[config.mk]
export PLATFORM = sky130hd
export DESIGN_NAME = mhtq_heap_ram
export DESIGN_NICKNAME = d
export VERILOG_FILES = /design/src/hw/rtl/min_heap_timer_queue_assert.svh /design/src/hw/rtl/mhtq_pkg.sv /design/src/hw/rtl/mhtq_heap_ram.sv
export SDC_FILE = /design/constraint.sdc
export NUM_CORES = 1
export LEC_CHECK = 0
export BUFFER_PORTS_ARGS = -buffer_cell sky130_fd_sc_hd__buf_2
export CAP_MARGIN = 0
export CORE_UTILIZATION = 48
export CTS_BUF_LIST = sky130_fd_sc_hd__clkbuf_4 sky130_fd_sc_hd__clkbuf_8 sky130_fd_sc_hd__clkbuf_16
export CTS_CLUSTER_DIAMETER = 100
export DETAILED_ROUTE_END_ITERATION = 7
export REMOVE_ABC_BUFFERS = 1
export SKIP_LAST_GASP = 1
export SLEW_MARGIN = 30
export SYNTH_ARGS = -nofsm -noshare
export SYNTH_HDL_FRONTEND = slang
export SYNTH_SLANG_ARGS = --single-unit
[constraint.sdc]
create_clock -name clk_i -period 7.1 [get_ports clk_i]
set_input_delay 0.71 -clock clk_i [delete_from_list [all_inputs] [get_ports clk_i]]
set_output_delay 0.71 -clock clk_i [all_outputs]
set_load 0.01 [all_outputs]
[src/hw/rtl/min_heap_timer_queue_assert.svh]
// ----------------------------------------------------------------------------
// Assertion macros for the min-heap timer queue
// Shared property wrappers, clocked on clk_i and disabled during reset.
// ----------------------------------------------------------------------------
`ifndef MIN_HEAP_TIMER_QUEUE_ASSERT_SVH
`define MIN_HEAP_TIMER_QUEUE_ASSERT_SVH

// Invariant that holds at every clock edge
`define MHTQ_ASSERT(lbl, prop, msg) \
  lbl: assert property (@(posedge clk_i) disable iff (!rst_ni) (prop)) else $error(msg);

// Condition that implies a consequence in the next cycle
`define MHTQ_ASSERT_NEXT(lbl, pre, post, msg) \
  lbl: assert property (@(posedge clk_i) disable iff (!rst_ni) (pre) |=> (post)) else $error(msg);

`endif

[src/hw/rtl/mhtq_pkg.sv]
// ----------------------------------------------------------------------------
// mhtq_pkg
// Codes, entry and result types shared by the min-heap timer queue.
// ----------------------------------------------------------------------------
package mhtq_pkg;

  localparam int CAPACITY_DEF = 32;
  localparam int ID_COUNT_DEF = 1024;

  localparam int ID_W   = 10;
  localparam int TIME_W = 32;
  localparam int TMO_W  = 31;

  // Commands
  localparam logic [2:0] CMD_ADD   = 3'd0;
  localparam logic [2:0] CMD_ADJ   = 3'd1;
  localparam logic [2:0] CMD_FIRE  = 3'd2;
  localparam logic [2:0] CMD_TICK  = 3'd3;
  localparam logic [2:0] CMD_NEXT  = 3'd4;
  localparam logic [2:0] CMD_CLEAR = 3'd5;

  // Result kinds
  localparam logic [1:0] KIND_FIRED = 2'd0;
  localparam logic [1:0] KIND_WAIT  = 2'd1;
  localparam logic [1:0] KIND_ACK   = 2'd2;
  localparam logic [1:0] KIND_ERR   = 2'd3;

  // Error codes
  localparam logic [1:0] ERR_NONE   = 2'd0;
  localparam logic [1:0] ERR_FULL   = 2'd1;
  localparam logic [1:0] ERR_ABSENT = 2'd2;

  localparam logic [TIME_W-1:0] WAIT_EMPTY = '1;
  localparam logic [TIME_W-1:0] WAIT_MAX   = 32'h7FFF_FFFF;

  // One heap slot
  typedef struct packed {
    logic [TIME_W-1:0] expiry;
    logic [ID_W-1:0]   owner;
  } entry_t;

  // One result word
  typedef struct packed {
    logic [1:0]        kind;
    logic [ID_W-1:0]   fired_id;
    logic [TIME_W-1:0] wait_ms;
    logic [1:0]        error_code;
    logic              last;
  } result_t;

endpackage

[src/hw/rtl/mhtq_heap_ram.sv]
// ----------------------------------------------------------------------------
// mhtq_heap_ram
// Heap slot memory: two registered read ports, one write port.
// ----------------------------------------------------------------------------
module mhtq_heap_ram #(
  parameter int DEPTH = mhtq_pkg::CAPACITY_DEF,
  parameter int AW    = $clog2(DEPTH)
) (
  input  logic                clk_i,
  input  logic [AW-1:0]       ra_addr_i,
  input  logic [AW-1:0]       rb_addr_i,
  output mhtq_pkg::entry_t    ra_data_o,
  output mhtq_pkg::entry_t    rb_data_o,
  input  logic                we_i,
  input  logic [AW-1:0]       waddr_i,
  input  mhtq_pkg::entry_t    wdata_i
);

  mhtq_pkg::entry_t mem [DEPTH];

  // Write one slot
  always_ff @(posedge clk_i) begin
    if (we_i) begin
      mem[waddr_i] <= wdata_i;
    end
  end

  // Read two slots into registered outputs
  always_ff @(posedge clk_i) begin
    ra_data_o <= mem[ra_addr_i];
    rb_data_o <= mem[rb_addr_i];
  end

endmodule

==> metrics.txt <==
Num CTS Buffers 155; synth unique cells 27; placed cells 6,120; Flop pwr share roughly half; drt first pass iters 6; met3 routed WL 16,600 um; M1 WL 88,300 um; CTS sink cnt 1,428; Synth Warn # 0; Via density 6.48; # DRC 0; Routed WL 206,000 um; die height 371 um; Max-cap violations 0; vias ~42,000; status complete, no violations; chip width between 300 and 400 um; slack of the worst reg-to-reg path 5180 ps; sequential area share after synthesis around 64%; num rows 135; grt ovf 0; max-slew violations 0; Netlist Area Pre-Place 0.0653 mm^2; WL met2 94,800 um; r2r worst-path depth 5; PostCTS Resize Cnt 0; CORE AREA 0.135 mm^2; antenna-violating nets left 0; Critical Path, Cell by Cell buf_2 > nand3b_1 > nor2_4 > buf_4; TritonCTS clock tree built; first-pass GRT wire length 291,000 um; Layout Cells excl Fill 6,409; Worst Setup End Kind flip-flop; f_max between 0.3 and 0.4 GHz; layout cells sized above 1 12.2%; Slew @ Worst Pin 1040 ps; Port Buf Inserts 142; num ports 143; routed length per instance 32.1 um; crit-path max cell delay between 900 and 1000 ps; Die Area 0.138 mm^2; Lkg Pwr roughly 27 nW; switch share 23.5%; nets@finish 4,556; fin crit share 42.1%; DR iter-0 viols 4,632; Hold WS ~420 ps; Final Wtd Congestion ~0.83; CP max-delay cell nor2_4; Clk network pwr share 42.9%; Worst-path clk slew 60 ps; synthesized area per cell 14.7 um^2; hpwl dp roughly 110,000 um; largest net degree at the start of global routing 121; Arr. time, crit path 3410 ps; HP Class primary input to flip-flop; Worst-Skew Late Latency 810 ps; area delta synth->final 11.9%; CP Data Required Time around 7500 ps; RSZ-0062 raised after global routing no; initial antenna violation count 8; critical path launch point type primary input; final setup skew 30.9 ps; slew margin rel. about 30%; Crit Path Category primary input to flip-flop; final setup TNS 0 ps; H-tree depth 4; maximum VDD drop around 250 uV; hold buffer count at CTS 0; Synth Instances 4,432; vias in the first global route 40,757; Synth Register Bits 1,428; gr usage total between 20% and 30%; sw power 4.52 mW; PD cells 264 mW/mm^2; P_int ~15 mW; Root Driver clkbuf_16; Initial Util 48.3%; Max clock buf depth 3; setup bufs post-CTS 0; highest routed layer met5; Fin. Hold Viols 0; final setup vio count 0; Comb pwr share 8.1%; maximum fanout along the worst path 25; hold path cells 1; fin crit period 2990 ps
==> cell families after synthesis <==
family / after synthesis / synth area share, %
DFF: 1428 / 64.3
AOI/OAI and AO/OA: 714 / 7.64
muxes: 1344 / 20.6
buffers and inverters: 339 / 3.02
and+or+nand+nor: 607 / 4.40
==> worst max-delay path: cells and delay by family <==
family                 cells  cell delay (ps)
buffers and inverters      2              870
and+or+nand+nor            2             1700
==> flip-flops by register name, summed over array words and instances (netlist names) <==
signal	cells
ra_data_o	42
mem	1344
rb_data_o	42
==> power groups by stage <==
stage	logic, mW	registers, mW	clock network (mW)
floorplan	0.705	9.63	0
global placement	1.52	9.63	0
CTS	1.54	9.45	8.34
detailed placement	1.53	9.63	0
finish	1.56	9.45	8.26
global route	1.63	9.46	8.66
==> per-stage QoR <==
stage                     total power, mW  area [um^2]  util [%]  worst slack (ps)
after global placement               11.1        67600      50.0              3350
after CTS                            19.3        73100      54.0              4150
after floorplan                      10.3        63400         -             -61.4
after global routing                 19.7        73100      54.1              4080
final                                19.3        73100      54.1              4110
after detailed placement             11.2        67900      50.2              3350
==> area by class of cell <==
class | instances | area, um^2
tap | 1781 | 2230
timing repair buffer | 247 | 1980
fill | 10967 | 62200
antenna | 1 | 2.50
sequential | 1428 | 42000
multi-input combinational | 2665 | 21700
clock inverter | 70 | 741
clock buffer | 217 | 4480
==> cells in the final DEF (no fill, tap or decap), types with 74 or more instances in the layout <==
cell	count
a21oi_1	168
buf_4	74
buf_2	140
clkbuf_16	157
edfxtp_1	1344
dfxtp_1	84
nand2_1	169
a22oi_1	420
nand3_1	296
a22o_1	84
mux2i_1	1344
==> path summary, 6_finish.rpt <==
kind	from	end
worst max-delay path	waddr_i[0]	mem[26][30]
worst min-delay path	wdata_i[0]	mem[29][0]
worst max register to register	mem[7][7]	ra_data_o[7]
worst min register to register	mem[16][8]	ra_data_o[8]
==> layer usage <==
| metal | global-route usage [%] | up-vias |
|---|---|---|
| met5 | 0 | - |
| met3 | 5.12 | 341 |
| met4 | 9.58 | 4 |
| met1 | 41.9 | 21429 |
| li1 | - | 17768 |
| met2 | 46.3 | 1966 |
==> synth_stat cells, drive strengths merged <==
| master | number | share of area (%) |
|---|---|---|
| nor2b | 5 | 0.048 |
| a22oi | 420 | 4.8 |
| a31oi | 42 | 0.40 |
| nand3b | 5 | 0.057 |
| or3b | 3 | 0.040 |
| nand2b | 3 | 0.029 |
| dfxtp | 84 | 2.6 |
| nand4 | 42 | 0.40 |
| nand3 | 296 | 2.3 |
| nor3 | 42 | 0.32 |
| or3 | 1 | 0.0096 |
| edfxtp | 1344 | 62 |
| a21oi | 168 | 1.3 |
| clkbuf | 120 | 0.71 |
| mux2i | 1344 | 21 |
| nand2 | 170 | 0.98 |
| and2 | 3 | 0.029 |
| buf | 219 | 2.3 |
| nor2 | 36 | 0.21 |
| or2 | 1 | 0.0096 |
| a22o | 84 | 1.1 |
(Power assumes the default switching activity.)
