## src/hw/rtl/min_heap_timer_queue_assert.svh

```systemverilog
// ----------------------------------------------------------------------------
// Assertion macros for the min-heap timer queue
// Shared property wrappers, clocked on clk_i and disabled during reset.
// ----------------------------------------------------------------------------
`ifndef MIN_HEAP_TIMER_QUEUE_ASSERT_SVH
`define MIN_HEAP_TIMER_QUEUE_ASSERT_SVH

// Invariant that holds at every clock edge
`define MHTQ_ASSERT(lbl, prop, msg) \
  lbl: assert property (@(posedge clk_i) disable iff (!rst_ni) (prop)) else $error(msg);

// Condition that implies a consequence in the next cycle
`define MHTQ_ASSERT_NEXT(lbl, pre, post, msg) \
  lbl: assert property (@(posedge clk_i) disable iff (!rst_ni) (pre) |=> (post)) else $error(msg);

`endif

```

## src/hw/rtl/mhtq_pkg.sv

```systemverilog
// ----------------------------------------------------------------------------
// mhtq_pkg
// Codes, entry and result types shared by the min-heap timer queue.
// ----------------------------------------------------------------------------
package mhtq_pkg;

  localparam int CAPACITY_DEF = 32;
  localparam int ID_COUNT_DEF = 1024;

  localparam int ID_W   = 10;
  localparam int TIME_W = 32;
  localparam int TMO_W  = 31;

  // Commands
  localparam logic [2:0] CMD_ADD   = 3'd0;
  localparam logic [2:0] CMD_ADJ   = 3'd1;
  localparam logic [2:0] CMD_FIRE  = 3'd2;
  localparam logic [2:0] CMD_TICK  = 3'd3;
  localparam logic [2:0] CMD_NEXT  = 3'd4;
  localparam logic [2:0] CMD_CLEAR = 3'd5;

  // Result kinds
  localparam logic [1:0] KIND_FIRED = 2'd0;
  localparam logic [1:0] KIND_WAIT  = 2'd1;
  localparam logic [1:0] KIND_ACK   = 2'd2;
  localparam logic [1:0] KIND_ERR   = 2'd3;

  // Error codes
  localparam logic [1:0] ERR_NONE   = 2'd0;
  localparam logic [1:0] ERR_FULL   = 2'd1;
  localparam logic [1:0] ERR_ABSENT = 2'd2;

  localparam logic [TIME_W-1:0] WAIT_EMPTY = '1;
  localparam logic [TIME_W-1:0] WAIT_MAX   = 32'h7FFF_FFFF;

  // One heap slot
  typedef struct packed {
    logic [TIME_W-1:0] expiry;
    logic [ID_W-1:0]   owner;
  } entry_t;

  // One result word
  typedef struct packed {
    logic [1:0]        kind;
    logic [ID_W-1:0]   fired_id;
    logic [TIME_W-1:0] wait_ms;
    logic [1:0]        error_code;
    logic              last;
  } result_t;

endpackage

```

## src/hw/rtl/mhtq_out_reg.sv

```systemverilog
// ----------------------------------------------------------------------------
// mhtq_out_reg
// Output register for result words with valid/ready.
// ----------------------------------------------------------------------------
module mhtq_out_reg (
  input  logic              clk_i,
  input  logic              rst_ni,
  input  logic              load_i,
  input  mhtq_pkg::result_t res_i,
  output logic              can_load_o,
  output logic              out_valid_o,
  input  logic              out_ready_i,
  output mhtq_pkg::result_t res_o
);

  logic valid_q, valid_d;
  mhtq_pkg::result_t res_q;

  assign can_load_o  = !valid_q || out_ready_i;
  assign out_valid_o = valid_q;
  assign res_o       = res_q;

  // Hold until taken, refill on load
  always_comb begin
    valid_d = valid_q;
    if (load_i) begin
      valid_d = 1'b1;
    end else if (out_ready_i) begin
      valid_d = 1'b0;
    end
  end

  always_ff @(posedge clk_i or negedge rst_ni) begin
    if (!rst_ni) begin
      valid_q <= 1'b0;
    end else begin
      valid_q <= valid_d;
    end
  end

  always_ff @(posedge clk_i) begin
    if (load_i) begin
      res_q <= res_i;
    end
  end

endmodule

```

## config.mk

```make
export PLATFORM = sky130hd
export DESIGN_NAME = mhtq_out_reg
export DESIGN_NICKNAME = d
export VERILOG_FILES = /design/src/hw/rtl/min_heap_timer_queue_assert.svh /design/src/hw/rtl/mhtq_pkg.sv /design/src/hw/rtl/mhtq_out_reg.sv
export SDC_FILE = /design/constraint.sdc
export NUM_CORES = 1
export LEC_CHECK = 0
export BUFFER_PORTS_ARGS = -buffer_cell sky130_fd_sc_hd__clkbuf_2
export CAP_MARGIN = 20
export CORE_MARGIN = 1.5
export CORE_UTILIZATION = 36
export CTS_CLUSTER_DIAMETER = 100
export DETAILED_ROUTE_END_ITERATION = 8
export GPL_TIMING_DRIVEN = 0
export HOLD_SLACK_MARGIN = 0.15
export MAX_ROUTING_LAYER = met4
export PLACE_DENSITY = 0.74
export SLEW_MARGIN = 20
export SYNTH_ARGS = -nofsm -noshare
export SYNTH_HDL_FRONTEND = slang
export SYNTH_SLANG_ARGS = --single-unit
```

## constraint.sdc

```tcl
create_clock -name clk_i -period 1.8 [get_ports clk_i]
set_clock_uncertainty 0.15 [all_clocks]
set_input_delay 0.54 -clock clk_i [delete_from_list [all_inputs] [get_ports clk_i]]
set_output_delay 0.54 -clock clk_i [all_outputs]
set_load 0.02 [all_outputs]
```

==> impl_metrics.csv <==
group,metric,value,unit
clock_tree,clk_pin_slew_worst_paths,0.08,ns
layout,diodes,0,
floorplanning,core,0.00377,mm²
critical_path,cpLargestDelayFamily,"flip-flops",
place,globalplace.congestion,0.711,
timing,fin_setup_tns,0,ns
global_route,grt_pass1_vias,893,
min_path,holdPathEnd,"res_o[27]",
place,place_inst,197,
min_path,hold_path.class,"primary input to flop",
place,portBuffers,99,
detailed_routing,vias_per_cell,4.26,
clock_tree,cts-root-buf,"clkbuf_8",
timing,fin_crit,1.66,ns
layout,fin_cells,206,
global_route,gr-total-overflow,0,
critical_path,worstPathCellList,"nand2b_4 -> clkbuf_2",
min_path,hold_depth,1,
layout,design_area,0.00213,mm²
timing,slew_violations,0,
layout,fillers,316,
status,status,"finished clean",
timing,fmax,604,MHz
floorplanning,die_h,66.7,µm
timing,min_period_over_period,92.0,%
detailed_routing,wire_per_inst,13.3,µm
detailed_routing,vias,878,
floorplanning,die_area,0.00444,mm²
detailed_routing,drcViolationCount,0,
timing,hold_viol,0,
clock_tree,cts_buffers,5,
timing,setup_violations,0,
critical_path,crit_type,"flop to output pin",
critical_path,startpoint,"out_valid_o",
power_and_ir_drop,ir_drop,0.734,mV
synth,synth_area_leaders,"edfxtp_1 (97%), dfrtp_1 (1.7%), nand2b_4 (0.94%)",
timing,tightest_slew,0.991,ns
synth,synth_cells,50,
synth,synth_top_area_share,96.7,%
critical_path,crit_required,1.11,ns
min_path,hp-start,"res_i[27]",
critical_path,cpPeakStageDelay,0.42,ns
synth,ys_warn_count,0,
critical_path,cp-start-kind,"flop",
global_route,grt_max_degree,49,
clock_tree,htreeDepth,2,
detailed_routing,ant_nets,0,
timing,rsz0062_at_grt,"no",
critical_path,critPathCaptureType,"output pin",
floorplanning,start_util,38.7,%
layout,drive_gt1_share,68.4,%
floorplanning,row_count,22,
critical_path,crit_buf_inv,1,
detailed_routing,wl,2730,µm
critical_path,rrSetupSlack,0.99,ns
global_route,antenna_found_initial,0,
floorplanning,die-width,66.7,µm
critical_path,arrival,0.97,ns
layout,area_growth,46.1,%
power_and_ir_drop,power_density,1110,mW/mm²
clock_tree,cts.sinks,48,
synth,syn_area,0.00146,mm²
power_and_ir_drop,leakage,0.000952,µW
critical_path,r2r-start,"out_valid_o",
synth,syn-num-nets,101,
synth,seq_area_frac_synth,98.5,%
critical_path,rr_worst_depth,2,
place,dpl_cell_area,0.00201,mm²
layout,nets,208,
floorplanning,io_pins,100,
timing,relSlewSlack,34.0,%
job,max-cap-violations,0,
global_route,track_usage,13.0,%
timing,hold_slack,0.266,ns
critical_path,r2r-end,"out_valid_o",
detailed_routing,drt-pass1-iter-count,4,
critical_path,crit_slowest_cell,"dfrtp_1",
clock_tree,cts_tree,"yes",
global_route,grt_pass1_wl,3850,µm
synth,ys_seq_elements,48,
synth,syn_avg_cell_area,29.2,µm²
clock_tree,clk_latency,0.29,ns
critical_path,cp_max_fo,2,
synth,synth_cell_types,4,
detailed_routing,first_iter_violations,46,
synth,synth_top_area_cell,"edfxtp_1",
clock_tree,clk_path_buf_depth,2,
-- cells by family after synthesis --
logic type / share of synthesized area (%)
flip-flops: 98.5
AND/OR/NAND/NOR: 1.54
-- worst max-delay path by stage --
| stage | endpoint | cells after the start |
|---|---|---|
| after floorplan | can_load_o | 1 |
| after global placement | res_o[39] | 1 |
| after detailed placement | res_o[9] | 1 |
| after CTS | can_load_o | 2 |
| after global routing | can_load_o | 2 |
| final | can_load_o | 2 |
-- through the flow --
stage          setup WS [ns]  utilization (%)  power, µW
6_report               0.144             56.5       2360
5_1_grt                0.107             56.5       2450
4_1_cts                0.123             56.5       2390
3_5_place_dp          -0.139             53.4       1650
3_3_place_gp         -0.0609             53.4       1640
2_1_floorplan          0.417                -       1500
-- flip-flops by register name, summed over array words and instances, names as in the netlist --
| signal | cells |
|---|---|
| res_o | 47 |
| out_valid_o | 1 |
-- area by class of cell --
class	instances	area (µm²)	area share, %
clock buffer	6	72.6	3.40
clock inverter	2	35.0	1.64
multi-input combinational	2	22.5	1.06
sequential	48	1440	67.4
tap	48	60.1	2.82
timing repair buffer	100	505	23.7
-- synth_stat cells, drive strengths merged --
master	number
edfxtp	47
dfrtp	1
nand2b	2
-- where the power goes --
part	internal, µW	leakage, µW	total [µW]	switching [µW]
Sequential	1320	0.000471	1350	25.1
Clock	412	0.0000552	738	326
Combinational	96.8	0.000426	274	177
Total	1830	0.000952	2360	528
-- placed cells by master (no fill, tap or decap) --
cell           count
clkbuf_8           5
edfxtp_1          47
clkbuf_1           1
bufinv_16          1
buf_2              1
clkinv_2           1
nand2b_4           1
clkbuf_2          98
nand2b_2           1
dfrtp_1            1
dlygate4sd3_1      1
-- per-layer routing --
metal / track usage [%] / wire (µm)
met3: 6.59 / 390
met4: 6.12 / 10
met1: 13.9 / 986
met5: - / 0
met2: 20.3 / 1340
-- timing repair --
item                                    CTS  global route
endpoints found under the setup margin    0             0
hold buffers                              1             0
buffers inserted                          0             0
gates resized for setup                   0             0
hold endpoints to repair                  1             0
Power figures use the tool's default switching activity.
